### src/rtl/core/pager_message_line_buffer_assert.svh
// ----------------------------------------------------------------------------
// Pager message line buffer assertion macros
// Implication checks, same cycle and next cycle, gated by reset.
// ----------------------------------------------------------------------------
`ifndef PAGER_MESSAGE_LINE_BUFFER_ASSERT_SVH
`define PAGER_MESSAGE_LINE_BUFFER_ASSERT_SVH

// antecedent implies consequent in the same cycle
`define PMLB_ASSERT_IMPL(label, clk, rst, ante, cons) \
  label: assert property (@(posedge clk) disable iff (rst) (ante) |-> (cons)) \
    else $error("pmlb: implication check failed");

// antecedent implies consequent in the next cycle
`define PMLB_ASSERT_NEXT(label, clk, rst, ante, cons) \
  label: assert property (@(posedge clk) disable iff (rst) (ante) |=> (cons)) \
    else $error("pmlb: next-cycle check failed");

`endif

### src/rtl/core/pmlb_pkg.sv
// ----------------------------------------------------------------------------
// Pager message line buffer package
// Transaction types, command codes and character constants.
// ----------------------------------------------------------------------------
package pmlb_pkg;

  localparam int unsigned OUT_ROW_W  = 64;
  localparam int unsigned PAGE_ROW_W = 5;

  localparam logic [7:0] END_OF_MESSAGE = 8'h00;
  localparam logic [7:0] END_OF_ROW     = 8'h0a;

  typedef enum logic {
    CMD_CHAR    = 1'b0,
    CMD_ADVANCE = 1'b1
  } pmlb_cmd_t;

  typedef struct packed {
    pmlb_cmd_t  command;
    logic [7:0] char_byte;
  } pmlb_item_t;

  typedef struct packed {
    logic [OUT_ROW_W-1:0]  top_row;
    logic [OUT_ROW_W-1:0]  bottom_row;
    logic                  byte_dropped;
    logic                  message_done;
    logic [PAGE_ROW_W-1:0] page_row;
  } pmlb_result_t;

  typedef struct packed {
    logic byte_dropped;
    logic message_done;
  } pmlb_flags_t;

endpackage

### src/rtl/core/pmlb_ctrl.sv
// ----------------------------------------------------------------------------
// Pager message line buffer pointer control
// Read/write row and character position update, store write request.
// ----------------------------------------------------------------------------
module pmlb_ctrl #(
  parameter int unsigned ROWS      = 32,
  parameter int unsigned ROW_CHARS = 8,
  parameter int unsigned ROW_W     = $clog2(ROWS),
  parameter int unsigned CPOS_W    = (ROW_CHARS > 1) ? $clog2(ROW_CHARS) : 1
) (
  input  logic                 clk,
  input  logic                 rst,
  input  logic                 accept,
  input  pmlb_pkg::pmlb_item_t item,
  output logic                 wr_en,
  output logic [ROW_W-1:0]     wr_row,
  output logic [CPOS_W-1:0]    wr_lane,
  output logic [7:0]           wr_byte,
  output logic [ROW_W-1:0]     rd_row_a,
  output logic [ROW_W-1:0]     rd_row_b,
  output pmlb_pkg::pmlb_flags_t flags
);
  import pmlb_pkg::*;

  localparam int unsigned RW1 = ROW_W + 1;
  localparam logic [RW1-1:0] ROWS_L = RW1'(ROWS);
  localparam logic [CPOS_W-1:0] LAST_POS = CPOS_W'(ROW_CHARS - 1);

  logic [ROW_W-1:0]  read_row, read_row_next;
  logic [ROW_W-1:0]  write_row, write_row_next;
  logic [CPOS_W-1:0] char_pos, char_pos_next;
  logic [RW1-1:0]    wr_inc, wr_even, adv_sum, adv_clamp, adv_pick, rd_inc;
  logic [ROW_W-1:0]  wr_step, wr_page, rd_adv;
  logic              full, is_char;

  always_comb begin
    wr_inc    = {1'b0, write_row} + RW1'(1);
    wr_step   = (wr_inc >= ROWS_L) ? ROW_W'(wr_inc - ROWS_L) : wr_inc[ROW_W-1:0];
    wr_even   = ({1'b0, write_row} | RW1'(1)) + RW1'(1);
    wr_page   = (wr_even >= ROWS_L) ? ROW_W'(wr_even - ROWS_L) : wr_even[ROW_W-1:0];
    adv_sum   = {1'b0, read_row} + RW1'(2);
    adv_clamp = {1'b0, write_row} + RW1'(write_row[0]);
    adv_pick  = (adv_sum > wr_inc) ? adv_clamp : adv_sum;
    rd_adv    = (adv_pick >= ROWS_L) ? ROW_W'(adv_pick - ROWS_L) : adv_pick[ROW_W-1:0];
    full      = (wr_step == read_row);
    is_char   = (item.command == CMD_CHAR);
  end

  always_comb begin
    read_row_next      = read_row;
    write_row_next     = write_row;
    char_pos_next      = char_pos;
    wr_en              = 1'b0;
    wr_byte            = item.char_byte;
    flags.byte_dropped = 1'b0;
    flags.message_done = 1'b0;
    if (accept) begin
      if (!is_char) begin
        read_row_next = rd_adv;
      end else if (full) begin
        flags.byte_dropped = 1'b1;
      end else begin
        wr_en = 1'b1;
        case (item.char_byte)
          END_OF_MESSAGE: begin
            wr_byte            = END_OF_MESSAGE;
            write_row_next     = wr_page;
            char_pos_next      = '0;
            flags.message_done = 1'b1;
          end
          END_OF_ROW: begin
            wr_byte        = END_OF_MESSAGE;
            write_row_next = wr_step;
            char_pos_next  = '0;
          end
          default: begin
            if (char_pos == LAST_POS) begin
              char_pos_next  = '0;
              write_row_next = wr_step;
            end else begin
              char_pos_next = char_pos + CPOS_W'(1);
            end
          end
        endcase
      end
    end
  end

  always_comb begin
    wr_row   = write_row;
    wr_lane  = char_pos;
    rd_row_a = read_row_next;
    rd_inc   = {1'b0, read_row_next} + RW1'(1);
    rd_row_b = (rd_inc >= ROWS_L) ? ROW_W'(rd_inc - ROWS_L) : rd_inc[ROW_W-1:0];
  end

  always_ff @(posedge clk) begin
    if (rst) begin
      read_row  <= '0;
      write_row <= '0;
      char_pos  <= '0;
    end else begin
      read_row  <= read_row_next;
      write_row <= write_row_next;
      char_pos  <= char_pos_next;
    end
  end

`include "pager_message_line_buffer_assert.svh"

  `PMLB_ASSERT_IMPL(a_read_row_range, clk, rst, 1'b1, RW1'(read_row) < ROWS_L)
  `PMLB_ASSERT_IMPL(a_write_row_range, clk, rst, 1'b1, RW1'(write_row) < ROWS_L)
  `PMLB_ASSERT_NEXT(a_drop_holds, clk, rst, accept && is_char && full, $stable(write_row) && $stable(char_pos) && $stable(read_row))
  `PMLB_ASSERT_NEXT(a_done_row_start, clk, rst, flags.message_done, char_pos == '0)

endmodule

### src/rtl/core/pmlb_row_mem.sv
// ----------------------------------------------------------------------------
// Pager message line buffer row store
// Row-wide memory, byte lane write, two registered read ports, row valid bits.
// ----------------------------------------------------------------------------
module pmlb_row_mem #(
  parameter int unsigned ROWS      = 32,
  parameter int unsigned ROW_CHARS = 8,
  parameter int unsigned ROW_W     = $clog2(ROWS),
  parameter int unsigned CPOS_W    = (ROW_CHARS > 1) ? $clog2(ROW_CHARS) : 1,
  parameter int unsigned DATA_W    = ROW_CHARS * 8
) (
  input  logic              clk,
  input  logic              rst,
  input  logic              wr_en,
  input  logic [ROW_W-1:0]  wr_row,
  input  logic [CPOS_W-1:0] wr_lane,
  input  logic [7:0]        wr_byte,
  input  logic              rd_en,
  input  logic [ROW_W-1:0]  rd_row_a,
  input  logic [ROW_W-1:0]  rd_row_b,
  output logic [DATA_W-1:0] row_a,
  output logic [DATA_W-1:0] row_b
);
  logic [DATA_W-1:0] mem [ROWS];
  logic [ROWS-1:0]   row_valid;
  logic [DATA_W-1:0] rd_data_a, rd_data_b;
  logic              rd_vld_a, rd_vld_b;

  // first write to a row clears the other lanes
  always_ff @(posedge clk) begin
    if (wr_en) begin
      for (int i = 0; i < ROW_CHARS; i++) begin
        if (wr_lane == CPOS_W'(i)) begin
          mem[wr_row][i*8 +: 8] <= wr_byte;
        end else if (!row_valid[wr_row]) begin
          mem[wr_row][i*8 +: 8] <= 8'h00;
        end
      end
    end
  end

  always_ff @(posedge clk) begin
    if (rst) begin
      row_valid <= '0;
    end else if (wr_en) begin
      row_valid[wr_row] <= 1'b1;
    end
  end

  always_ff @(posedge clk) begin
    if (rd_en) begin
      rd_data_a <= mem[rd_row_a];
      rd_data_b <= mem[rd_row_b];
      rd_vld_a  <= row_valid[rd_row_a];
      rd_vld_b  <= row_valid[rd_row_b];
    end
  end

  assign row_a = rd_vld_a ? rd_data_a : '0;
  assign row_b = rd_vld_b ? rd_data_b : '0;

endmodule

### src/rtl/core/pmlb_out.sv
// ----------------------------------------------------------------------------
// Pager message line buffer result stage
// Write bypass, terminator masking and result register with handshake.
// ----------------------------------------------------------------------------
module pmlb_out #(
  parameter int unsigned ROW_CHARS = 8,
  parameter int unsigned ROW_W     = 5,
  parameter int unsigned CPOS_W    = (ROW_CHARS > 1) ? $clog2(ROW_CHARS) : 1,
  parameter int unsigned DATA_W    = ROW_CHARS * 8
) (
  input  logic                   clk,
  input  logic                   rst,
  input  logic                   accept,
  input  logic                   wr_en,
  input  logic [ROW_W-1:0]       wr_row,
  input  logic [CPOS_W-1:0]      wr_lane,
  input  logic [7:0]             wr_byte,
  input  logic [ROW_W-1:0]       rd_row_a,
  input  logic [ROW_W-1:0]       rd_row_b,
  input  pmlb_pkg::pmlb_flags_t  flags,
  input  logic [DATA_W-1:0]      row_a,
  input  logic [DATA_W-1:0]      row_b,
  output logic                   ready,
  output pmlb_pkg::pmlb_result_t result,
  output logic                   result_valid,
  input  logic                   result_stall
);
  import pmlb_pkg::*;

  localparam int unsigned EXT_W = ROW_W + PAGE_ROW_W;

  logic                  s1_valid, hit_a, hit_b, advance;
  logic [CPOS_W-1:0]     byp_lane;
  logic [7:0]            byp_byte;
  pmlb_flags_t           s1_flags;
  logic [PAGE_ROW_W-1:0] s1_page;
  logic [EXT_W-1:0]      page_ext;
  logic [DATA_W-1:0]     fixed_a, fixed_b;
  pmlb_result_t          result_next;

  function automatic logic [OUT_ROW_W-1:0] mask_row(input logic [OUT_ROW_W-1:0] row);
    logic [OUT_ROW_W-1:0] m;
    logic                 ended;
    m     = '0;
    ended = 1'b0;
    for (int i = 0; i < OUT_ROW_W / 8; i++) begin
      if (row[i*8 +: 8] == END_OF_MESSAGE) ended = 1'b1;
      if (!ended) m[i*8 +: 8] = row[i*8 +: 8];
    end
    return m;
  endfunction

  assign advance  = s1_valid && (!result_valid || !result_stall);
  assign ready    = !s1_valid || !result_valid || !result_stall;
  assign page_ext = EXT_W'(rd_row_a);

  always_ff @(posedge clk) begin
    if (rst) begin
      s1_valid <= 1'b0;
    end else if (accept) begin
      s1_valid <= 1'b1;
    end else if (advance) begin
      s1_valid <= 1'b0;
    end
  end

  always_ff @(posedge clk) begin
    if (accept) begin
      hit_a    <= wr_en && (wr_row == rd_row_a);
      hit_b    <= wr_en && (wr_row == rd_row_b);
      byp_lane <= wr_lane;
      byp_byte <= wr_byte;
      s1_flags <= flags;
      s1_page  <= page_ext[PAGE_ROW_W-1:0];
    end
  end

  always_comb begin
    fixed_a = row_a;
    fixed_b = row_b;
    for (int i = 0; i < ROW_CHARS; i++) begin
      if (hit_a && byp_lane == CPOS_W'(i)) fixed_a[i*8 +: 8] = byp_byte;
      if (hit_b && byp_lane == CPOS_W'(i)) fixed_b[i*8 +: 8] = byp_byte;
    end
    result_next.top_row      = mask_row(OUT_ROW_W'(fixed_a));
    result_next.bottom_row   = mask_row(OUT_ROW_W'(fixed_b));
    result_next.byte_dropped = s1_flags.byte_dropped;
    result_next.message_done = s1_flags.message_done;
    result_next.page_row     = s1_page;
  end

  always_ff @(posedge clk) begin
    if (rst) begin
      result_valid <= 1'b0;
    end else if (advance) begin
      result_valid <= 1'b1;
    end else if (!result_stall) begin
      result_valid <= 1'b0;
    end
  end

  always_ff @(posedge clk) begin
    if (advance) begin
      result <= result_next;
    end
  end

endmodule

### src/rtl/core/pager_message_line_buffer.sv
// ----------------------------------------------------------------------------
// Pager message line buffer: circular two-row page store for received text
// Items pass the read and bypass registers, then a result register held by stall.
// Throughput: one item per cycle absent result stalls, set by input and result regs.
// Reset: pointers zero, row valid bits cleared at once, input stalled during rst.
// ----------------------------------------------------------------------------
module pager_message_line_buffer #(
  parameter int unsigned ROWS      = 32,
  parameter int unsigned ROW_CHARS = 8
) (
  input  logic                   clk,
  input  logic                   rst,
  input  pmlb_pkg::pmlb_item_t   item,
  input  logic                   item_valid,
  output logic                   item_stall,
  output pmlb_pkg::pmlb_result_t result,
  output logic                   result_valid,
  input  logic                   result_stall
);
  import pmlb_pkg::*;

  localparam int unsigned ROW_W  = $clog2(ROWS);
  localparam int unsigned CPOS_W = (ROW_CHARS > 1) ? $clog2(ROW_CHARS) : 1;
  localparam int unsigned DATA_W = ROW_CHARS * 8;

  logic              ready, accept, wr_en;
  logic [ROW_W-1:0]  wr_row, rd_row_a, rd_row_b;
  logic [CPOS_W-1:0] wr_lane;
  logic [7:0]        wr_byte;
  logic [DATA_W-1:0] row_a, row_b;
  pmlb_flags_t       flags;

  assign item_stall = rst || !ready;
  assign accept     = item_valid && !item_stall;

  pmlb_ctrl #(
    .ROWS      (ROWS),
    .ROW_CHARS (ROW_CHARS),
    .ROW_W     (ROW_W),
    .CPOS_W    (CPOS_W)
  ) u_ctrl (
    .clk      (clk),
    .rst      (rst),
    .accept   (accept),
    .item     (item),
    .wr_en    (wr_en),
    .wr_row   (wr_row),
    .wr_lane  (wr_lane),
    .wr_byte  (wr_byte),
    .rd_row_a (rd_row_a),
    .rd_row_b (rd_row_b),
    .flags    (flags)
  );

  pmlb_row_mem #(
    .ROWS      (ROWS),
    .ROW_CHARS (ROW_CHARS),
    .ROW_W     (ROW_W),
    .CPOS_W    (CPOS_W),
    .DATA_W    (DATA_W)
  ) u_row_mem (
    .clk      (clk),
    .rst      (rst),
    .wr_en    (wr_en),
    .wr_row   (wr_row),
    .wr_lane  (wr_lane),
    .wr_byte  (wr_byte),
    .rd_en    (accept),
    .rd_row_a (rd_row_a),
    .rd_row_b (rd_row_b),
    .row_a    (row_a),
    .row_b    (row_b)
  );

  pmlb_out #(
    .ROW_CHARS (ROW_CHARS),
    .ROW_W     (ROW_W),
    .CPOS_W    (CPOS_W),
    .DATA_W    (DATA_W)
  ) u_out (
    .clk          (clk),
    .rst          (rst),
    .accept       (accept),
    .wr_en        (wr_en),
    .wr_row       (wr_row),
    .wr_lane      (wr_lane),
    .wr_byte      (wr_byte),
    .rd_row_a     (rd_row_a),
    .rd_row_b     (rd_row_b),
    .flags        (flags),
    .row_a        (row_a),
    .row_b        (row_b),
    .ready        (ready),
    .result       (result),
    .result_valid (result_valid),
    .result_stall (result_stall)
  );

endmodule

### config.mk
export PLATFORM = sky130hd
export DESIGN_NAME = pager_message_line_buffer
export DESIGN_NICKNAME = d
export VERILOG_FILES = /design/src/rtl/core/pmlb_pkg.sv /design/src/rtl/core/pmlb_ctrl.sv /design/src/rtl/core/pmlb_row_mem.sv /design/src/rtl/core/pmlb_out.sv /design/src/rtl/core/pager_message_line_buffer.sv
export VERILOG_INCLUDE_DIRS = /design/src /design/src/rtl/core
export SDC_FILE = /design/constraint.sdc
export NUM_CORES = 2
export LEC_CHECK = 0
export BUFFER_PORTS_ARGS = -buffer_cell sky130_fd_sc_hd__buf_2
export CAP_MARGIN = 20
export CORE_ASPECT_RATIO = 0.6
export CORE_UTILIZATION = 40
export CTS_BUF_LIST = sky130_fd_sc_hd__clkbuf_8
export CTS_CLUSTER_DIAMETER = 50
export DETAILED_ROUTE_END_ITERATION = 8
export PLACE_DENSITY = 0.63
export SYNTH_ARGS = -nofsm -noshare
export SYNTH_HDL_FRONTEND = slang
export SYNTH_SLANG_ARGS = --single-unit
export TNS_END_PERCENT = 20
### constraint.sdc
create_clock -name clk -period 11.94 [get_ports clk]
set_input_delay 1.194 -clock clk [delete_from_list [all_inputs] [get_ports clk]]
set_output_delay 1.194 -clock clk [all_outputs]
set_load 0.005 [all_outputs]
Yosys cells after proc, flatten, opt, wreduce, memory -nomap -nowiden
Memory sizes are Yosys's and may differ from the RTL's. A register that Yosys moved wholly into a read port is not among the register bits.
Cells that the tools add are included.

word-level totals
  bits in registers = 204
  RAM bits = 2048
  memories kept = 1
  logic and storage cells = 262

operators by class
  eq/ne operators = 19
  multiplexer cells = 123
  order comparisons = 9
  reduce and logical (&&, ||, !) cells = 55
  add/subtract/negate cells = 10
  bitwise gates (word level) = 11

memory list
  memory         depth  bits a word  rd ports  clocked after Yosys merged registers in  write ports  line                RTL
  u_row_mem.mem  32     64           2         2                                        1            pmlb_row_mem.sv:24  logic [DATA_W-1:0] mem [ROWS];

operator list
  operator             count
  $mux 8               28
  $logic_not 8->1      17
  $mux 64              2
  $mux 1               78
  $mux 5               7
  $or 32x32->32        1
  $eq 3x3->1 const B   8
  $ge 6x6->1 const B   4
  $logic_and 1x1->1    21
  $sub 5x1->5 const B  4
  $add 5x1->6 const B  3
  $lt 5x6->1 const B   3
  $bmux 1 s5           3
  $eq 5x5->1           3
  $eq 3x2->1 const B   4
  $pmux 5 s2           1
  $eq 8x4->1 const B   1
  $or 1x1->1           8
  $add 5x1->6          1
  $add 5x2->6 const B  1
  $eq 3x1->1 const B   2
  $gt 6x6->1           1
  $logic_not 3->1      2
  $mux 3               2
  13 further kinds     22

Depth between registers and ports, before layout
  word-level depth = 13
  gate-level depth with buffers = 26

Modules after synthesis
From an unflattened synthesis, not the netlist that was laid out.

second synthesis, totals
  cells, all modules = 6063
  area total of the unflattened synthesis = 111562.0 um2

by module, submodules not included
  module                     cells each  area an instance (um2)  times used
  pmlb_row_mem               5255        102824.9                1
  pmlb_out                   635         7399.6                  1
  pmlb_ctrl                  171         1322.5                  1
  pager_message_line_buffer  2           15.0                    1

Least setup slack after synthesis
No wires, ideal clock.

  path kind = input-to-reg
  start point = input result_stall
  end point = register u_out.result[0] (netlist name)
  path buffers = 0
  arrival time = 10.948 ns
  setup slack = 0.158 ns
  data required time = 11.106 ns
  stages on the path = 1
  cells stage by stage = a21boi_0

on the way
  word-level cells in the longest chain between the ends = 3

RTL lines
  item               line                             RTL
  start, declared    pager_message_line_buffer.sv:18  input logic result_stall
  $logic_not 1->1    pmlb_out.sv:53                   assign advance = s1_valid && (!result_valid || !result_stall);
  $logic_or 1x1->1   pmlb_out.sv:53
  $logic_and 1x1->1  pmlb_out.sv:53

No other way between the ends.
A chain may end at the register's enable or synchronous reset.

Final worst setup path
  start point = register u_ctrl.write_row[1] (netlist: u_ctrl.wr_row[1])
  end point = register u_row_mem.rd_data_b[29], read port of u_row_mem.mem (data pin)

on the way
  word-level cells in the longest chain between the ends = 10
  elaborated cells between the ends (all ways) = 13

RTL lines
  item                                              line                RTL
  start, declared                                   pmlb_ctrl.sv:30     logic [ROW_W-1:0] write_row, write_row_next;
  start signal, assigned                            pmlb_ctrl.sv:104    write_row <= write_row_next;
  $add 5x1->6                                       pmlb_ctrl.sv:37     wr_inc = {1'b0, write_row} + RW1'(1);
  $gt 6x6->1                                        pmlb_ctrl.sv:43     adv_pick = (adv_sum > wr_inc) ? adv_clamp : adv_sum;
  $mux 6 *                                          pmlb_ctrl.sv:43
  $sub 5x1->5 / $ge 6x6->1 (equally long branches)  pmlb_ctrl.sv:44     rd_adv = (adv_pick >= ROWS_L) ? ROW_W'(adv_pick - ROWS_L) : adv_pick[ROW_W-1:0];
  $mux 5 *                                          pmlb_ctrl.sv:44
  $mux 5 *                                          pmlb_ctrl.sv:58     if (!is_char) begin
  $mux 5 *                                          pmlb_ctrl.sv:57     if (accept) begin
  $add 5x1->6 *                                     pmlb_ctrl.sv:93     rd_inc = {1'b0, read_row_next} + RW1'(1);
  $sub 5x1->5 / $ge 6x6->1 (equally long branches)  pmlb_ctrl.sv:94     rd_row_b = (rd_inc >= ROWS_L) ? ROW_W'(rd_inc - ROWS_L) : rd_inc[ROW_W-1:0];
  $mux 5 *                                          pmlb_ctrl.sv:94
  end, declared                                     pmlb_row_mem.sv:26  logic [DATA_W-1:0] rd_data_a, rd_data_b;

Every way passes the cells marked *; elsewhere a longest branch is shown, timed or not.

==> flow_summary.toml <==
[routing]
first_iter_violations = 15050
avgRoutedWirePerCell_um = 32.38
ant_nets = 0
drt_first_pass_iters = 8
vias = 84870
wl_mm = 419.5
drc = 0
via_per_inst = 6.551

[grt]
grt_pass1_vias = 77570
antenna_found_initial = 47
overflow = 0
track_usage_pct = 27.99
grt_max_degree = 192
grt_pass1_wl_mm = 582.4

[critical_path]
r2r_setup_slack_ps = 3990
critPathMaxFanout = 71
crit_top_cell = "ha_1"
required_ps = 12720
endpoint_kind = "flip-flop"
cp-start-kind = "flip-flop"
crit_slowest_cell = "dfxtp_1"
worstSetupPathType = "reg2reg"
critical-path-top-delay-family = "compound AO/OA/AOI/OAI gates"
crit_arrival_ps = 8730
reg2reg_to = "u_row_mem.rd_data_b[29]$_DFFE_PP_"
critPathBufInv = 3
rr_worst_depth = 15
path_cells = "ha_1, xor2_1, inv_1, ha_1, maj3_1, a31oi_4, mux2i_1, and2_4, inv_8, ha_4, nor3_1, a31o_4, buf_4, o311ai_0, and4_1"
r2r_start = "u_ctrl.wr_row[1]$_SDFFE_PP0P_"
slowest_delay_ps = 900

[sta]
fin_worst_skew_ps = 112.2
period_minus_slack_ps = 7949
rsz0062_at_grt = "no"
maxSlewViolCount = 0
setup_viol = 0
relSlewSlack_pct = 9.776
max_freq_ghz = 0.1258
finalCritPeriodShare_pct = 66.57
worstMarginPinSlew_ps = 1349
final-hold-violation-count = 0
finalSetupTns_ps = 0

[run_status]
status = "completed"

[worst_hold_path]
hold-path-cell-count = 0
hold_start = "u_out.s1_page[3]$_DFFE_PP_"
min_to = "u_out.result[3]$_DFFE_PP_"
hold_class = "reg2reg"

[die]
die_y_um = 416.8
rows = 151
dieArea_um2 = 289000
io-pin-count = 150
core_um2 = 283800
start_util_pct = 40.43
chipWidth_um = 693.4

[synth]
synth_nets = 8818
synth_top_area_share_pct = 61.06
syn_area_per_cell_um2 = 13.06
yosys_warnings = 0
synth.top_cells.by_area = "edfxtp_1 (61%), mux4_2 (13%), nand2_1 (5.4%), a21oi_1 (3.3%), o21ai_0 (1.6%)"
seq_area_frac_synth_pct = 61.88
synth_ff_type = "edfxtp_1"
synth_top_area_cell = "edfxtp_1"
synth-async-reset-ratio_pct = 0
syn_inst = 8788
synth.distinct_cells = 77
ys_ff_latch = 2380
synth_edf_count = 2333
netlist_area_um2 = 114700

[clock_tree]
clock_sinks = 2380
post_cts_buffers = 0
hold_buffers = 0
ctsRootBufferMaster = "clkbuf_8"
worstSkewPairLatency_ps = 1100
path_clk_slew_ps = 60
numCtsBuffers = 363
h-tree-depth = 5
cts_max_path_buffers = 4
cts_tree = "done"
cts_resized = 0

[cells_and_area]
area.sequential_um2 = 71000
drive_above_1_share_pct = 18.21
final_common_cell = "edfxtp_1"
fin_util_pct = 44.75
area_delta_synth_final_pct = 10.69
final_nets = 8849
layout_common_cells = "edfxtp_1 (2,333), nand2_1 (1,626), a21oi_1 (762), mux4_2 (646), clkbuf_8 (376)"
multi_input_area_um2 = 40080
fillCellCount = 25200
layout.cells.non_filler = 12960

[placement]
place_inst = 12220
portBuffers = 149
dp_hpwl_mm = 264.0
gp_congestion = 0.9311

[power]
leakage_nw = 40.58
max-vdd-ir-drop_uv = 90.43
cellPowerDensity_nw_per_um2 = 132.4

[run]
cap_viol_max_count = 0
-- per-stage QoR --
stage                     cell area (µm²)  power (mW)  setup WS (ps)  hold slack [ps]
after floorplan                    114700       9.944          158.3            400.3
after global placement             118900       10.32           3952            408.1
after CTS                          126000       16.78           4447            376.3
after detailed placement           119400       10.36           4087            413.0
final                              127000       16.82           3991            419.7
after global routing               126900       17.22           3920            424.2
-- where the power goes --
| part | total [mW] | internal (mW) | switching, mW |
|---|---|---|---|
| clock network | 6.57 | 3.15 | 3.42 |
| registers | 9.34 | 9.27 | 0.0693 |
| logic | 0.910 | 0.252 | 0.658 |
-- metal layers --
layer  share of wire, %  GRT usage [%]  vias to the layer above
met5               0.11         0.8114                        -
li1                   -              -                    33920
met1                 38          40.07                    42460
met3                 17          11.89                      996
met2                 40          36.56                     7457
met4                4.5          12.29                       36
-- logic make-up after synthesis --
family	count (synthesis)	synth area share, %
buffers and inverters	927	3.514
AOI/OAI and AO/OA	1646	8.680
and+or+nand+nor	3068	12.16
muxes	725	13.38
adders and majority gates	18	0.1941
DFF	2380	61.88
xor gates and xnor gates	24	0.1952
-- worst reg2reg max path, stage by stage, from the launching register on --
cell	delay [ps]
dfxtp_1	900
ha_1	450
xor2_1	330
inv_1	90
ha_1	240
maj3_1	410
a31oi_4	570
mux2i_1	370
and2_4	680
inv_8	400
ha_4	440
nor3_1	240
a31o_4	610
buf_4	870
o311ai_0	690
and4_1	420
-- synthesized netlist by cell type (56+ instances only) --
cell,number
a211o_1,65
a211oi_1,89
a21oi_1,766
a311oi_1,59
a31oi_1,62
a32oi_1,59
and4_1,65
buf_1,56
buf_2,183
clkbuf_1,442
edfxtp_1,2333
inv_1,172
mux2i_1,76
mux4_2,646
nand2_1,1648
nand3_1,332
nor2_1,398
nor3_1,274
o21ai_0,363
o311ai_0,126
or3b_1,93
or4_1,63
-- flip-flops by register name, indices dropped and copies added (netlist names) --
register             cells
u_row_mem.rd_vld_a       1
u_out.result           135
u_out.hit_b              1
u_row_mem.rd_vld_b       1
u_ctrl.read_row          5
u_ctrl.wr_row            5
u_out.byp_lane           3
u_out.s1_valid           1
u_out.s1_page            5
u_out.hit_a              1
u_row_mem.mem         2048
u_out.result_valid       1
u_row_mem.rd_data_a     64
u_row_mem.row_valid     32
u_ctrl.wr_lane           3
u_out.result_next        2
u_out.byp_byte           8
u_row_mem.rd_data_b     64
-- layout make-up --
class / count / area share (%)
repair buffers: 417 / 2.949
multi-input cells: 5481 / 31.56
flip-flops and latches: 2380 / 55.91
diodes: 41 / 0.08079
inverters: 176 / 0.5429
well taps: 3825 / 3.769
clock buffers: 375 / 4.064
clock inverters: 261 / 1.122
-- worst max-delay path by stage --
| stage | slack, ps | endpoint | startpoint | cells past startpoint |
|---|---|---|---|---|
| 3_3_place_gp | 3950 | u_row_mem.rd_data_b[57]$_DFFE_PP_ | rst | 15 |
| 4_1_cts | 4450 | u_row_mem.rd_data_b[29]$_DFFE_PP_ | u_ctrl.wr_row[1]$_SDFFE_PP0P_ | 15 |
| 6_report | 3990 | u_row_mem.rd_data_b[29]$_DFFE_PP_ | u_ctrl.wr_row[1]$_SDFFE_PP0P_ | 15 |
| 2_1_floorplan | 160 | u_out.result[0]$_DFFE_PP_ | result_stall | 1 |
| 5_1_grt | 3920 | u_row_mem.rd_data_b[30]$_DFFE_PP_ | u_ctrl.wr_row[1]$_SDFFE_PP0P_ | 15 |
| 3_5_place_dp | 4090 | u_row_mem.rd_data_b[42]$_DFFE_PP_ | rst | 14 |
Power figures use the tool's default switching activity.
